**src/hw/rtl/rlp_pkg.sv**
```systemverilog
// shared types and constants of the request line parser
`default_nettype none

package rlp_pkg;

   localparam logic [7:0] CHAR_SPACE    = 8'h20;
   localparam logic [7:0] CHAR_QUESTION = 8'h3F;

   localparam int METHOD_LIMIT_BITS = 7;
   localparam int PATH_LIMIT_BITS   = 13;
   localparam int CSR_DATA_BITS     = 13;
   localparam int CSR_INDEX_BITS    = 2;
   localparam int OFFSET_BITS       = 16;

   localparam logic [METHOD_LIMIT_BITS-1:0] METHOD_LIMIT_RESET = 7'd16;
   localparam logic [PATH_LIMIT_BITS-1:0]   PATH_LIMIT_RESET   = 13'd1024;
   localparam logic [PATH_LIMIT_BITS-1:0]   QUERY_LIMIT_RESET  = 13'd1024;

   typedef enum logic [CSR_INDEX_BITS-1:0] {
      CSR_METHOD_LIMIT = 2'd0,
      CSR_PATH_LIMIT   = 2'd1,
      CSR_QUERY_LIMIT  = 2'd2
   } csr_index_type;

   typedef enum logic [1:0] {
      SEG_METHOD  = 2'd0,
      SEG_PATH    = 2'd1,
      SEG_QUERY   = 2'd2,
      SEG_VERSION = 2'd3
   } segment_type;

   typedef enum logic [1:0] {
      VERDICT_PATH      = 2'd0,
      VERDICT_QUERY     = 2'd1,
      VERDICT_MALFORMED = 2'd2
   } verdict_type;

   typedef struct packed {
      logic [METHOD_LIMIT_BITS-1:0] method_limit;
      logic [PATH_LIMIT_BITS-1:0]   path_limit;
      logic [PATH_LIMIT_BITS-1:0]   query_limit;
   } limits_type;

   typedef struct packed {
      logic [7:0]             out_byte;
      segment_type            segment;
      logic [OFFSET_BITS-1:0] seg_offset;
      logic                   final_res;
      verdict_type            verdict;
   } result_type;

endpackage

`default_nettype wire

```
**src/hw/rtl/rlp_csr.sv**
```systemverilog
// limit registers of the request line parser
`default_nettype none

module rlp_csr (
   input  wire logic                               clock,
   input  wire logic                               reset,
   input  wire logic                               csr_valid,
   output logic                                    csr_ready,
   input  wire logic [rlp_pkg::CSR_INDEX_BITS-1:0] csr_index,
   input  wire logic [rlp_pkg::CSR_DATA_BITS-1:0]  csr_wdata,
   output rlp_pkg::limits_type                     limits
);

   rlp_pkg::limits_type limits_ff;
   rlp_pkg::limits_type limits_in;

   assign csr_ready = 1'b1;
   assign limits    = limits_ff;

   always_comb begin
      limits_in = limits_ff;
      if (csr_valid) begin
         unique case (csr_index)
            rlp_pkg::CSR_METHOD_LIMIT: begin
               limits_in.method_limit = csr_wdata[rlp_pkg::METHOD_LIMIT_BITS-1:0];
            end
            rlp_pkg::CSR_PATH_LIMIT: begin
               limits_in.path_limit = csr_wdata[rlp_pkg::PATH_LIMIT_BITS-1:0];
            end
            rlp_pkg::CSR_QUERY_LIMIT: begin
               limits_in.query_limit = csr_wdata[rlp_pkg::PATH_LIMIT_BITS-1:0];
            end
            default: begin
               // unmapped index, write dropped
               limits_in = limits_ff;
            end
         endcase
      end
   end

   always_ff @(posedge clock) begin
      if (reset) begin
         limits_ff.method_limit <= rlp_pkg::METHOD_LIMIT_RESET;
         limits_ff.path_limit   <= rlp_pkg::PATH_LIMIT_RESET;
         limits_ff.query_limit  <= rlp_pkg::QUERY_LIMIT_RESET;
      end else begin
         limits_ff <= limits_in;
      end
   end

endmodule

`default_nettype wire

```
**src/hw/rtl/rlp_parse_core.sv**
```systemverilog
// per-line parse state and labelling of one byte
`default_nettype none

module rlp_parse_core #(
   parameter int LENGTH_BITS = 16
) (
   input  wire logic                clock,
   input  wire logic                reset,
   input  wire logic                step,
   input  wire logic [7:0]          line_byte,
   input  wire logic                line_end,
   input  wire rlp_pkg::limits_type limits,
   output rlp_pkg::result_type      result
);

   localparam int WIDE_BITS = 33;

   typedef enum logic [1:0] {
      PH_METHOD  = 2'd0,
      PH_PATH    = 2'd1,
      PH_QUERY   = 2'd2,
      PH_VERSION = 2'd3
   } phase_type;

   phase_type              phase_ff;
   phase_type              phase_in;
   logic [LENGTH_BITS-1:0] seg_count_ff;
   logic [LENGTH_BITS-1:0] seg_count_in;
   logic                   saw_question_ff;
   logic                   saw_question_in;
   logic                   bad_line_ff;
   logic                   bad_line_in;

   logic [LENGTH_BITS-1:0] count_inc;
   logic [WIDE_BITS-1:0]   count_wide;
   logic                   count_zero;
   logic                   method_bad;
   logic                   path_bad;
   logic                   query_bad;
   logic                   is_space;
   logic                   is_question;
   logic [rlp_pkg::OFFSET_BITS-1:0] count_off;

   assign is_space    = (line_byte == rlp_pkg::CHAR_SPACE);
   assign is_question = (line_byte == rlp_pkg::CHAR_QUESTION);
   assign count_inc   = (&seg_count_ff) ? seg_count_ff : seg_count_ff + 1'b1;
   assign count_wide  = WIDE_BITS'(seg_count_ff);
   assign count_zero  = (seg_count_ff == '0);
   assign method_bad  = count_zero || (count_wide >= WIDE_BITS'(limits.method_limit));
   assign path_bad    = count_zero || (count_wide >= WIDE_BITS'(limits.path_limit));
   assign query_bad   = count_zero || (count_wide >= WIDE_BITS'(limits.query_limit));
   // offset port is 16 bits, clip a wider counter
   assign count_off   = (count_wide > WIDE_BITS'(16'hFFFF)) ? 16'hFFFF
                                                            : count_wide[15:0];

   always_comb begin
      phase_in        = phase_ff;
      seg_count_in    = seg_count_ff;
      saw_question_in = saw_question_ff;
      bad_line_in     = bad_line_ff;
      result.out_byte   = line_byte;
      result.segment    = rlp_pkg::SEG_VERSION;
      result.seg_offset = '0;
      result.final_res  = line_end;
      result.verdict    = rlp_pkg::VERDICT_PATH;

      unique case (phase_ff)
         PH_METHOD: begin
            if (is_space) begin
               bad_line_in  = bad_line_ff | method_bad;
               phase_in     = PH_PATH;
               seg_count_in = '0;
            end else begin
               result.segment    = rlp_pkg::SEG_METHOD;
               result.seg_offset = count_off;
               seg_count_in      = count_inc;
            end
         end
         PH_PATH: begin
            if (is_space) begin
               bad_line_in  = bad_line_ff | path_bad;
               phase_in     = PH_VERSION;
               seg_count_in = LENGTH_BITS'(1);
            end else if (is_question) begin
               bad_line_in     = bad_line_ff | path_bad;
               saw_question_in = 1'b1;
               phase_in        = PH_QUERY;
               seg_count_in    = '0;
            end else begin
               result.segment    = rlp_pkg::SEG_PATH;
               result.seg_offset = count_off;
               seg_count_in      = count_inc;
            end
         end
         PH_QUERY: begin
            if (is_space) begin
               bad_line_in  = bad_line_ff | query_bad;
               phase_in     = PH_VERSION;
               seg_count_in = LENGTH_BITS'(1);
            end else begin
               result.segment    = rlp_pkg::SEG_QUERY;
               result.seg_offset = count_off;
               seg_count_in      = count_inc;
            end
         end
         PH_VERSION: begin
            result.seg_offset = count_off;
            seg_count_in      = count_inc;
         end
         default: begin
            phase_in = PH_METHOD;
         end
      endcase

      if (line_end) begin
         if (phase_in != PH_VERSION || bad_line_in) begin
            result.verdict = rlp_pkg::VERDICT_MALFORMED;
         end else if (saw_question_in) begin
            result.verdict = rlp_pkg::VERDICT_QUERY;
         end else begin
            result.verdict = rlp_pkg::VERDICT_PATH;
         end
         // line done, back to a clean start
         phase_in        = PH_METHOD;
         seg_count_in    = '0;
         saw_question_in = 1'b0;
         bad_line_in     = 1'b0;
      end
   end

   always_ff @(posedge clock) begin
      if (reset) begin
         phase_ff        <= PH_METHOD;
         seg_count_ff    <= '0;
         saw_question_ff <= 1'b0;
         bad_line_ff     <= 1'b0;
      end else if (step) begin
         phase_ff        <= phase_in;
         seg_count_ff    <= seg_count_in;
         saw_question_ff <= saw_question_in;
         bad_line_ff     <= bad_line_in;
      end
   end

endmodule

`default_nettype wire

```
**src/hw/rtl/http_request_line_parser.sv**
```systemverilog
// top level of the http request line parser
//
//   channel  prefix  direction  word
//   input    req_    in         line_byte, line_end
//   result   rsp_    out        out_byte, segment, seg_offset, final_res, verdict
//   config   csr_    in         csr_index, csr_wdata
//
// one word in and one word out per cycle sustained while rsp_ready stays high;
// rsp_valid rises once an accepted word has moved from the input register into
// the result register, which waits while a held result is not yet drained.
// the parse state advances only when a word moves from the input register
// into the result register, so stalls on rsp_ready hold everything in place.
// synchronous reset returns the parse state to the method phase and the
// limits to 16, 1024 and 1024; no clearing pass is needed.
`default_nettype none

module http_request_line_parser #(
   parameter int LENGTH_BITS = 16
) (
   input  wire logic                               clock,
   input  wire logic                               reset,
   input  wire logic                               req_valid,
   output logic                                    req_ready,
   input  wire logic [7:0]                         req_line_byte,
   input  wire logic                               req_line_end,
   output logic                                    rsp_valid,
   input  wire logic                               rsp_ready,
   output logic [7:0]                              rsp_out_byte,
   output logic [1:0]                              rsp_segment,
   output logic [15:0]                             rsp_seg_offset,
   output logic                                    rsp_final_res,
   output logic [1:0]                              rsp_verdict,
   input  wire logic                               csr_valid,
   output logic                                    csr_ready,
   input  wire logic [rlp_pkg::CSR_INDEX_BITS-1:0] csr_index,
   input  wire logic [rlp_pkg::CSR_DATA_BITS-1:0]  csr_wdata
);

   logic                in_valid_ff;
   logic [7:0]          in_byte_ff;
   logic                in_end_ff;
   logic                rsp_valid_ff;
   rlp_pkg::result_type rsp_ff;
   rlp_pkg::result_type result;
   rlp_pkg::limits_type limits;
   logic                advance;
   logic                req_take;

   // word moves into the result register when that register is free or drains
   assign advance   = in_valid_ff && (!rsp_valid_ff || rsp_ready);
   assign req_ready = !in_valid_ff || advance;
   assign req_take  = req_valid && req_ready;

   rlp_csr u_csr (
      .clock     (clock),
      .reset     (reset),
      .csr_valid (csr_valid),
      .csr_ready (csr_ready),
      .csr_index (csr_index),
      .csr_wdata (csr_wdata),
      .limits    (limits)
   );

   rlp_parse_core #(
      .LENGTH_BITS (LENGTH_BITS)
   ) u_core (
      .clock     (clock),
      .reset     (reset),
      .step      (advance),
      .line_byte (in_byte_ff),
      .line_end  (in_end_ff),
      .limits    (limits),
      .result    (result)
   );

   always_ff @(posedge clock) begin
      if (reset) begin
         in_valid_ff  <= 1'b0;
         rsp_valid_ff <= 1'b0;
      end else begin
         if (req_take) begin
            in_valid_ff <= 1'b1;
         end else if (advance) begin
            in_valid_ff <= 1'b0;
         end
         if (advance) begin
            rsp_valid_ff <= 1'b1;
         end else if (rsp_ready) begin
            rsp_valid_ff <= 1'b0;
         end
      end
   end

   always_ff @(posedge clock) begin
      if (req_take) begin
         in_byte_ff <= req_line_byte;
         in_end_ff  <= req_line_end;
      end
      if (advance) begin
         rsp_ff <= result;
      end
   end

   assign rsp_valid      = rsp_valid_ff;
   assign rsp_out_byte   = rsp_ff.out_byte;
   assign rsp_segment    = rsp_ff.segment;
   assign rsp_seg_offset = rsp_ff.seg_offset;
   assign rsp_final_res  = rsp_ff.final_res;
   assign rsp_verdict    = rsp_ff.verdict;

   // verdict only reported on the last word of a line
   assert property (@(posedge clock) disable iff (reset)
      rsp_valid && !rsp_final_res |-> rsp_verdict == rlp_pkg::VERDICT_PATH)
      else $error("verdict set on a non-final word");

   // a word held in the input register is not overwritten while it waits
   assert property (@(posedge clock) disable iff (reset)
      in_valid_ff && !advance |=> in_valid_ff && $stable(in_byte_ff)
         && $stable(in_end_ff))
      else $error("input register lost a waiting word");

   // an empty input register always takes a word
   assert property (@(posedge clock) disable iff (reset)
      !in_valid_ff |-> req_ready)
      else $error("input stalled with empty input register");

   // a stalled result stays put
   assert property (@(posedge clock) disable iff (reset)
      rsp_valid_ff && !rsp_ready |=> rsp_valid_ff && $stable(rsp_ff))
      else $error("result register changed under stall");

endmodule

`default_nettype wire

```
**config.mk**
```make
export PLATFORM = sky130hd
export DESIGN_NAME = http_request_line_parser
export DESIGN_NICKNAME = d
export VERILOG_FILES = /design/src/hw/rtl/rlp_pkg.sv /design/src/hw/rtl/rlp_csr.sv /design/src/hw/rtl/rlp_parse_core.sv /design/src/hw/rtl/http_request_line_parser.sv
export SDC_FILE = /design/constraint.sdc
export NUM_CORES = 1
export LEC_CHECK = 0
export CAP_MARGIN = 5
export CORE_AREA = 3 3 90 92
export CTS_CLUSTER_DIAMETER = 120
export CTS_CLUSTER_SIZE = 25
export DETAILED_ROUTE_END_ITERATION = 12
export DIE_AREA = 0 0 93 95
export DONT_BUFFER_PORTS = 1
export HOLD_SLACK_MARGIN = 0.1
export PLACE_DENSITY = 0.79
export SLEW_MARGIN = 20
export SYNTH_ARGS = -nofsm -noshare
export SYNTH_HDL_FRONTEND = slang
export SYNTH_SLANG_ARGS = --single-unit
```
**constraint.sdc**
```tcl
create_clock -name clock -period 4.4 [get_ports clock]
set_input_delay 0.22 -clock clock [delete_from_list [all_inputs] [get_ports clock]]
set_output_delay 0.22 -clock clock [all_outputs]
set_load 0.02 [all_outputs]
```
==> impl_metrics.py, run 1 <==
metrics = {
    "logic_synthesis": {
        "synth.top_cells.by_area": "sky130_fd_sc_hd__edfxtp_1 (24%), sky130_fd_sc_hd__dfxtp_1 (23%), sky130_fd_sc_hd__ha_1 (9.3%)",
        "synth_top_area_share_pct": 24.2,
        "synth_xor_area_share_pct": 0,
        "yosys.area.top_type": "sky130_fd_sc_hd__edfxtp_1",
        "synth.avg_cell_area_um2": 9.30,
        "synthAdderAreaFrac_pct": 9.48,
        "synth_seq_area_share_pct": 47.5,
        "yosys_reg_bits": 93,
        "total_of_warnings_raised_by_yosys": 0,
        "yosys.area_share.simple_pct": 23.3,
        "ys_async_sr_fraction_pct": 0,
        "postSynth.topFlopCell": "sky130_fd_sc_hd__dfxtp_1",
        "synth.area.mux_share_pct": 0.212,
        "yosys.cell_types.count": 66,
        "postSynthCellCount": 508,
        "netlist_area_mm2": 0.00472,
        "synth_compound_area_share_pct": 14.3,
        "main_combinational_cell_family_by_area_after_synthesis": "simple AND/OR/NAND/NOR gates",
        "postSynthNetCount": 572,
        "number_of_enable_type_register_cells_in_the_synthesized_netlist": 38,
    },
    "critical_path": {
        "endpoint_kind": "flop",
        "critical-path-max-stage-delay_ps": 970,
        "start_kind": "flop",
        "cp.buffers_inverters": 0,
        "timing.setup.critical_path_class": "flop to flop",
        "cp.arrival_ps": 2890,
        "critical_path.cell_chain": "nor2b_1 -> nand2b_1 -> nor3_2 -> nand2_1 -> a311oi_1",
        "worst-endpoint-required_ps": 4670,
        "worst_path_dominant_cell_family": "simple AND/OR/NAND/NOR gates",
        "ff2ff_setup_slack_ps": 1780,
        "critPathSlowestCell": "sky130_fd_sc_hd__nor3_2",
        "critPathMaxFanout": 22,
    },
    "power": {
        "leakage_nw": 1.95,
        "power_per_cell_area_mw_per_mm2": 316,
        "peakVddDrop_mv": 0.195,
    },
    "sta": {
        "timing.final.crit_share_pct": 59.5,
        "slew_headroom_pct": 33.8,
        "final_count_of_pins_violating_max_slew": 0,
        "fin_worst_skew_ps": 7.95,
        "rsz0062_at_grt": "no",
        "finalHoldViolCount": 0,
        "tightestPinTransition_ps": 988,
        "finalSetupViolations": 0,
        "setup-tns-final_ps": 0,
        "shortest_clock_period_the_worst_path_allows_after_layout_ps": 2620,
        "max_freq_ghz": 0.382,
    },
    "floorplan": {
        "floorplan.core_area_mm2": 0.00729,
        "vertical_die_dimension_um": 95,
        "floorplan.initialDensity_pct": 64.8,
        "floorplan.io_pins": 61,
        "core.rowCount": 31,
        "chipWidth_um": 93,
        "die_area_mm2": 0.00884,
    },
    "global_route": {
        "grt_pass1_wl_mm": 17.2,
        "grt_max_degree": 57,
        "gr-usage-all-layers_pct": 24.7,
        "grt_antenna_before_repair": 0,
        "grt_remaining_overflow": 0,
        "first_global_vias": 3621,
    },
    "outcome": {
        "run_status": "completed",
    },
    "clock_network": {
        "cts_repair_resize_count": 0,
        "clock_sinks": 93,
        "clk_path_buf_depth": 2,
        "worstSkewPairLatency_ps": 360,
        "htree_levels": 3,
        "cts_tree": "built",
        "cts.clk_slew.worst_paths_ps": 90,
        "post_cts_buffers": 0,
        "cts.root.buffer_cell": "sky130_fd_sc_hd__clkbuf_8",
        "cts_inserted_buffers": 9,
    },
    "routing": {
        "dr_total_vias": 3770,
        "wl_per_cell_um": 16.7,
        "drc": 0,
        "wl_met1_mm": 4.40,
        "routed_wl_mm": 10.4,
        "vias_per_cell": 6.02,
        "antenna_left": 0,
        "topmost_layer_with_routed_signal_wires": "met4",
        "wl_met3_um": 606,
        "drt-pass1-iter-count": 5,
        "detail_route.iter0.violations": 229,
        "met2_length_mm": 5.12,
    },
    "layout": {
        "area_growth_pct": 10.7,
        "fillerInstances": 588,
        "finalNetCount": 586,
        "antenna_cells_inserted": 0,
        "final_cell_area_mm2": 0.00523,
        "final_layout_size_suffix_gt1_share_pct": 6.45,
    },
    "job": {
        "cap_violations": 0,
    },
    "place": {
        "detailed_place.area_mm2": 0.00476,
        "port_buffers": 0,
        "place.detailed.hpwl_mm": 6.98,
        "gp_routability_congestion": 0.896,
    },
    "worst_hold_path": {
        "hold_class": "input pin to flop",
    },
}
[what timing repair did]
| action | CTS | global route |
|---|---|---|
| hold buffers | 26 | 0 |
| endpoints found under the hold margin | 64 | 0 |
| endpoints found under the setup margin | 0 | 0 |
[metal layers]
layer,global-route usage (%),up-vias
li1,-,1835
met1,31.0,1759
met2,41.6,148
met3,4.46,28
met4,11.5,0
met5,0,-
[synth_stat cells (2+ instances only)]
master	n
sky130_fd_sc_hd__nor4_1	6
sky130_fd_sc_hd__a32oi_1	2
sky130_fd_sc_hd__or3_1	8
sky130_fd_sc_hd__and2_1	2
sky130_fd_sc_hd__or4b_1	2
sky130_fd_sc_hd__nand2_1	78
sky130_fd_sc_hd__nor3_1	8
sky130_fd_sc_hd__nor2b_1	15
sky130_fd_sc_hd__a31oi_1	13
sky130_fd_sc_hd__nor2_1	36
sky130_fd_sc_hd__a211o_1	4
sky130_fd_sc_hd__nand2b_1	7
sky130_fd_sc_hd__buf_2	6
sky130_fd_sc_hd__nand3b_1	4
sky130_fd_sc_hd__nor3b_1	2
sky130_fd_sc_hd__nand3_1	11
sky130_fd_sc_hd__inv_1	36
sky130_fd_sc_hd__o21ai_0	7
sky130_fd_sc_hd__a21oi_1	52
sky130_fd_sc_hd__and4_1	2
sky130_fd_sc_hd__dfxtp_1	55
sky130_fd_sc_hd__edfxtp_1	38
sky130_fd_sc_hd__buf_1	3
sky130_fd_sc_hd__and3b_1	2
sky130_fd_sc_hd__and3_1	4
sky130_fd_sc_hd__ha_1	35
sky130_fd_sc_hd__nor3_2	3
sky130_fd_sc_hd__clkbuf_1	16
sky130_fd_sc_hd__a2111oi_0	2
sky130_fd_sc_hd__a211oi_1	3
sky130_fd_sc_hd__o21a_1	5
sky130_fd_sc_hd__nand4_1	7
[worst min-delay path, cell delays in order]
cell                      delay (ps)
sky130_fd_sc_hd__nor3b_1          20
sky130_fd_sc_hd__a31oi_1         130
sky130_fd_sc_hd__o21ai_1          70
[kinds of logic after synthesis]
kind of cell               Yosys count
AOI/OAI and AO/OA                  106
adders and majority gates           36
buffers and inverters               62
DFF                                 93
muxes                                1
other                                1
and+or+nand+nor                    209
[state kept, by name, indices dropped and copies added (netlist names), 2 cells and up]
| register | count |
|---|---|
| rsp_segment | 2 |
| u_csr.limits | 33 |
| rsp_verdict | 2 |
| rsp_seg_offset | 16 |
| in_byte_ff | 8 |
| u_core.seg_count_ff | 16 |
| rsp_out_byte | 8 |
| u_core.phase_ff | 2 |
[per-stage QoR]
stage	power (W)	instances	util (%)	hold slack, ps	setup WS (ps)
3_3_place_gp	0.00106	584	65.3	298	2010
3_5_place_dp	0.00106	584	65.3	300	1880
2_1_floorplan	0.00105	508	-	319	1860
6_report	0.00165	626	71.7	115	1780
4_1_cts	0.00166	626	71.7	102	1830
5_1_grt	0.00172	626	71.7	106	1610
[layout make-up]
cell class | instances | area [um^2] | share of cell area [%]
well taps | 99 | 124 | 2.37
clock buffers | 9 | 124 | 2.37
clock inverters | 7 | 72.6 | 1.39
inverters | 36 | 135 | 2.58
repair buffers | 29 | 293 | 5.60
flip-flops and latches | 93 | 2240 | 42.9
multi-input cells | 353 | 2240 | 42.8
[path summary, 6_finish.rpt]
| check | start | end | cells after the start |
|---|---|---|---|
| max | rsp_valid | u_core.seg_count_ff[6] | 5 |
| min | reset | u_core.bad_line_ff | 3 |
| max reg2reg | rsp_valid | u_core.seg_count_ff[6] | 5 |
| min reg2reg | in_byte_ff[7] | rsp_out_byte[7] | 0 |
[report_power, final]
| group | internal (W) | switching [W] | total (W) |
|---|---|---|---|
| logic | 0.0000470 | 0.0000708 | 0.000118 |
| registers | 0.000927 | 0.0000313 | 0.000959 |
| clock network | 0.000265 | 0.000311 | 0.000576 |
| total | 0.00124 | 0.000413 | 0.00165 |
[layout by cell type, fill, tap and decap left out, types with 3 or more instances in the layout]
master	netlist	layout
sky130_fd_sc_hd__nand2_1	78	78
sky130_fd_sc_hd__dfxtp_1	55	55
sky130_fd_sc_hd__a21oi_1	52	52
sky130_fd_sc_hd__edfxtp_1	38	38
sky130_fd_sc_hd__nor2_1	36	36
sky130_fd_sc_hd__inv_1	36	36
sky130_fd_sc_hd__ha_1	35	35
sky130_fd_sc_hd__dlygate4sd3_1	0	25
sky130_fd_sc_hd__nor2b_1	15	15
sky130_fd_sc_hd__a31oi_1	13	13
sky130_fd_sc_hd__nand3_1	11	11
sky130_fd_sc_hd__clkbuf_8	0	9
sky130_fd_sc_hd__or3_1	8	8
sky130_fd_sc_hd__nor3_1	8	8
sky130_fd_sc_hd__nand4_1	7	7
sky130_fd_sc_hd__o21ai_0	7	7
sky130_fd_sc_hd__nand2b_1	7	7
sky130_fd_sc_hd__nor4_1	6	6
sky130_fd_sc_hd__o21a_1	5	5
sky130_fd_sc_hd__a211o_1	4	4
sky130_fd_sc_hd__nand3b_1	4	4
sky130_fd_sc_hd__and3_1	4	4
sky130_fd_sc_hd__nor3_2	3	3
sky130_fd_sc_hd__a211oi_1	3	3
sky130_fd_sc_hd__buf_4	1	3
Note: power is estimated with default switching activity, not from simulation.
==> inputs of run 2 (changes only) <==
--- a/config.mk
+++ b/config.mk
@@ -5,6 +5,7 @@
 export SDC_FILE = /design/constraint.sdc
 export NUM_CORES = 1
 export LEC_CHECK = 0
+export ABC_AREA = 1
 export CAP_MARGIN = 5
 export CORE_AREA = 3 3 90 92
 export CTS_CLUSTER_DIAMETER = 120
@@ -13,7 +14,7 @@
 export DIE_AREA = 0 0 93 95
 export DONT_BUFFER_PORTS = 1
 export HOLD_SLACK_MARGIN = 0.1
-export PLACE_DENSITY = 0.79
+export PLACE_DENSITY = 0.78
 export SLEW_MARGIN = 20
 export SYNTH_ARGS = -nofsm -noshare
 export SYNTH_HDL_FRONTEND = slang
==> constraint.sdc (replaced) <==
create_clock -name clock -period 2.7 [get_ports clock]
set_input_delay 0.135 -clock clock [delete_from_list [all_inputs] [get_ports clock]]
set_output_delay 0.135 -clock clock [all_outputs]
set_load 0.02 [all_outputs]
==> impl_metrics.py, run 2 <==
metrics = {
    "floorplan": {
        "floorplan.core_area_mm2": 0.00729,
        "core.rowCount": 31,
        "vertical_die_dimension_um": 95,
        "floorplan.io_pins": 61,
        "chipWidth_um": 93,
        "floorplan.initialDensity_pct": 63.5,
        "die_area_mm2": 0.00884,
    },
    "routing": {
        "detail_route.iter0.violations": 275,
        "routed_wl_mm": 9.94,
        "dr_total_vias": 3732,
        "drc": 0,
        "drt-pass1-iter-count": 5,
        "wl_per_cell_um": 14.4,
        "antenna_left": 0,
        "vias_per_cell": 5.40,
    },
    "critical_path": {
        "cp.arrival_ps": 2490,
        "timing.setup.critical_path_class": "flop to flop",
        "start_kind": "flop",
        "ff2ff_path_depth": 10,
        "critPathMaxFanout": 18,
        "worst-endpoint-required_ps": 2920,
        "endpoint_kind": "flop",
    },
    "clock_network": {
        "htree_levels": 3,
        "cts_inserted_buffers": 9,
        "clk_path_buf_depth": 2,
        "post_cts_buffers": 0,
        "cts_tree": "built",
        "worstSkewPairLatency_ps": 360,
        "clock_sinks": 93,
        "cts_repair_resize_count": 0,
        "cts.root.buffer_cell": "sky130_fd_sc_hd__clkbuf_8",
        "hold_buffers": 28,
        "cts.clk_slew.worst_paths_ps": 90,
    },
    "logic_synthesis": {
        "netlist_area_mm2": 0.00463,
        "synth.area.mux_share_pct": 0,
        "yosys.area.top_type": "sky130_fd_sc_hd__edfxtp_1",
        "postSynthCellCount": 560,
        "synth_top_area_share_pct": 24.6,
        "synth.avg_cell_area_um2": 8.27,
        "yosys.cell_types.count": 33,
        "postSynthNetCount": 624,
        "ys_async_sr_fraction_pct": 0,
        "main_combinational_cell_family_by_area_after_synthesis": "simple AND/OR/NAND/NOR gates",
        "synth_top_cells_by_count": "sky130_fd_sc_hd__nand2_1 (109), sky130_fd_sc_hd__inv_1 (88), sky130_fd_sc_hd__a21oi_1 (62)",
        "synthAdderAreaFrac_pct": 9.45,
        "synth_seq_area_share_pct": 48.4,
        "postSynth.topFlopCell": "sky130_fd_sc_hd__dfxtp_1",
        "synth.top_cells.by_area": "sky130_fd_sc_hd__edfxtp_1 (25%), sky130_fd_sc_hd__dfxtp_1 (24%), sky130_fd_sc_hd__ha_1 (9.5%)",
        "yosys.area_share.simple_pct": 19.1,
        "yosys_reg_bits": 93,
        "post-synth-top-count-cell": "sky130_fd_sc_hd__nand2_1",
        "total_of_warnings_raised_by_yosys": 0,
        "synth_compound_area_share_pct": 14.0,
        "number_of_enable_type_register_cells_in_the_synthesized_netlist": 38,
        "synth_xor_area_share_pct": 0.189,
    },
    "sta": {
        "timing.final.crit_share_pct": 84.1,
        "slew_headroom_pct": 40.2,
        "finalSetupViolations": 0,
        "rsz0062_at_grt": "no",
        "tightestPinTransition_ps": 896,
        "max_freq_ghz": 0.441,
        "final_count_of_pins_violating_max_slew": 0,
        "finalHoldViolCount": 0,
        "setup-tns-final_ps": 0,
        "fin_worst_skew_ps": 7.17,
        "shortest_clock_period_the_worst_path_allows_after_layout_ps": 2270,
        "setup_ws_final_ps": 430,
    },
    "layout": {
        "largest_register_ff_count": 33,
        "final_common_cell": "sky130_fd_sc_hd__nand2_1",
        "antenna_cells_inserted": 0,
        "most-common-layout-cells": "sky130_fd_sc_hd__nand2_1 (109), sky130_fd_sc_hd__inv_1 (88), sky130_fd_sc_hd__a21oi_1 (62), sky130_fd_sc_hd__nor2_1 (55), sky130_fd_sc_hd__dfxtp_1 (55)",
        "finalNetCount": 651,
        "final_layout_size_suffix_gt1_share_pct": 5.91,
        "area_growth_pct": 12.0,
    },
    "global_route": {
        "grt_antenna_before_repair": 0,
        "grt_max_degree": 37,
        "grt_pass1_wl_mm": 16.4,
        "grt_remaining_overflow": 0,
        "first_global_vias": 3492,
        "gr-usage-all-layers_pct": 24.0,
    },
    "outcome": {
        "run_status": "completed",
    },
    "place": {
        "place_worst_setup_slack_ps": 537,
        "port_buffers": 0,
        "place.detailed.hpwl_mm": 6.86,
        "gp_routability_congestion": 0.944,
    },
    "worst_hold_path": {
        "hold_class": "input pin to flop",
        "holdPathStages": 3,
    },
    "job": {
        "cap_violations": 0,
    },
    "power": {
        "leakage_nw": 2.16,
        "power_per_cell_area_mw_per_mm2": 519,
        "peakVddDrop_mv": 0.422,
        "p_total_w": 0.00269,
    },
}
[run 2: final timing paths]
check	slack [ps]	start	to
max	430	in_byte_ff[4]	u_core.seg_count_ff[14]
min	130	csr_index[1]	u_csr.limits[26]
max reg2reg	430	in_byte_ff[4]	u_core.seg_count_ff[14]
min reg2reg	460	in_byte_ff[7]	rsp_out_byte[7]
[run 2: layer usage]
layer | up-vias | global-route usage [%] | share of wire, %
li1 | 1902 | - | -
met1 | 1706 | 30.3 | 43
met2 | 103 | 40.4 | 50
met3 | 21 | 4.46 | 4.6
met4 | 0 | 10.5 | 2.3
met5 | - | 0 | 0
[run 2: cell families after synthesis]
group | Yosys count
AOI/OAI and AO/OA | 121
xor gates and xnor gates | 1
adders and majority gates | 35
buffers and inverters | 105
DFF | 93
other | 1
and+or+nand+nor | 204
[run 2: metrics by stage]
step	std cells	cell area (um^2)	utilization (%)	hold slack, ps
finish	691	5190	71.1	128
detailed placement	647	4710	64.6	209
CTS	691	5190	71.1	103
global route	691	5190	71.1	154
global placement	647	4710	64.6	207
floorplan	560	4630	-	234
[run 2: critical path, stage by stage, from the launching register on]
cell	delay, ps
sky130_fd_sc_hd__edfxtp_1	420
sky130_fd_sc_hd__inv_1	70
sky130_fd_sc_hd__nand2_1	60
sky130_fd_sc_hd__nor3_2	160
sky130_fd_sc_hd__nand3_2	220
sky130_fd_sc_hd__o21ai_1	140
sky130_fd_sc_hd__inv_1	100
sky130_fd_sc_hd__nor2_4	360
sky130_fd_sc_hd__nor2_1	320
sky130_fd_sc_hd__o311ai_0	170
sky130_fd_sc_hd__a21oi_1	110
[run 2: final cells by class]
class,instances,area (um^2)
clock buffer,9,124
tap,99,124
fill,603,2100
clock inverter,7,70.1
sequential,93,2240
multi-input combinational,362,1980
timing repair buffer,32,310
inverter,89,334
[run 2: where the power goes]
part	total, W	internal, W	switching [W]	leakage [nW]
Combinational	0.000236	0.0000908	0.000145	1.27
Sequential	0.00157	0.00152	0.0000518	0.799
Clock	0.000882	0.000356	0.000526	0.0947
Total	0.00269	0.00197	0.000723	2.16
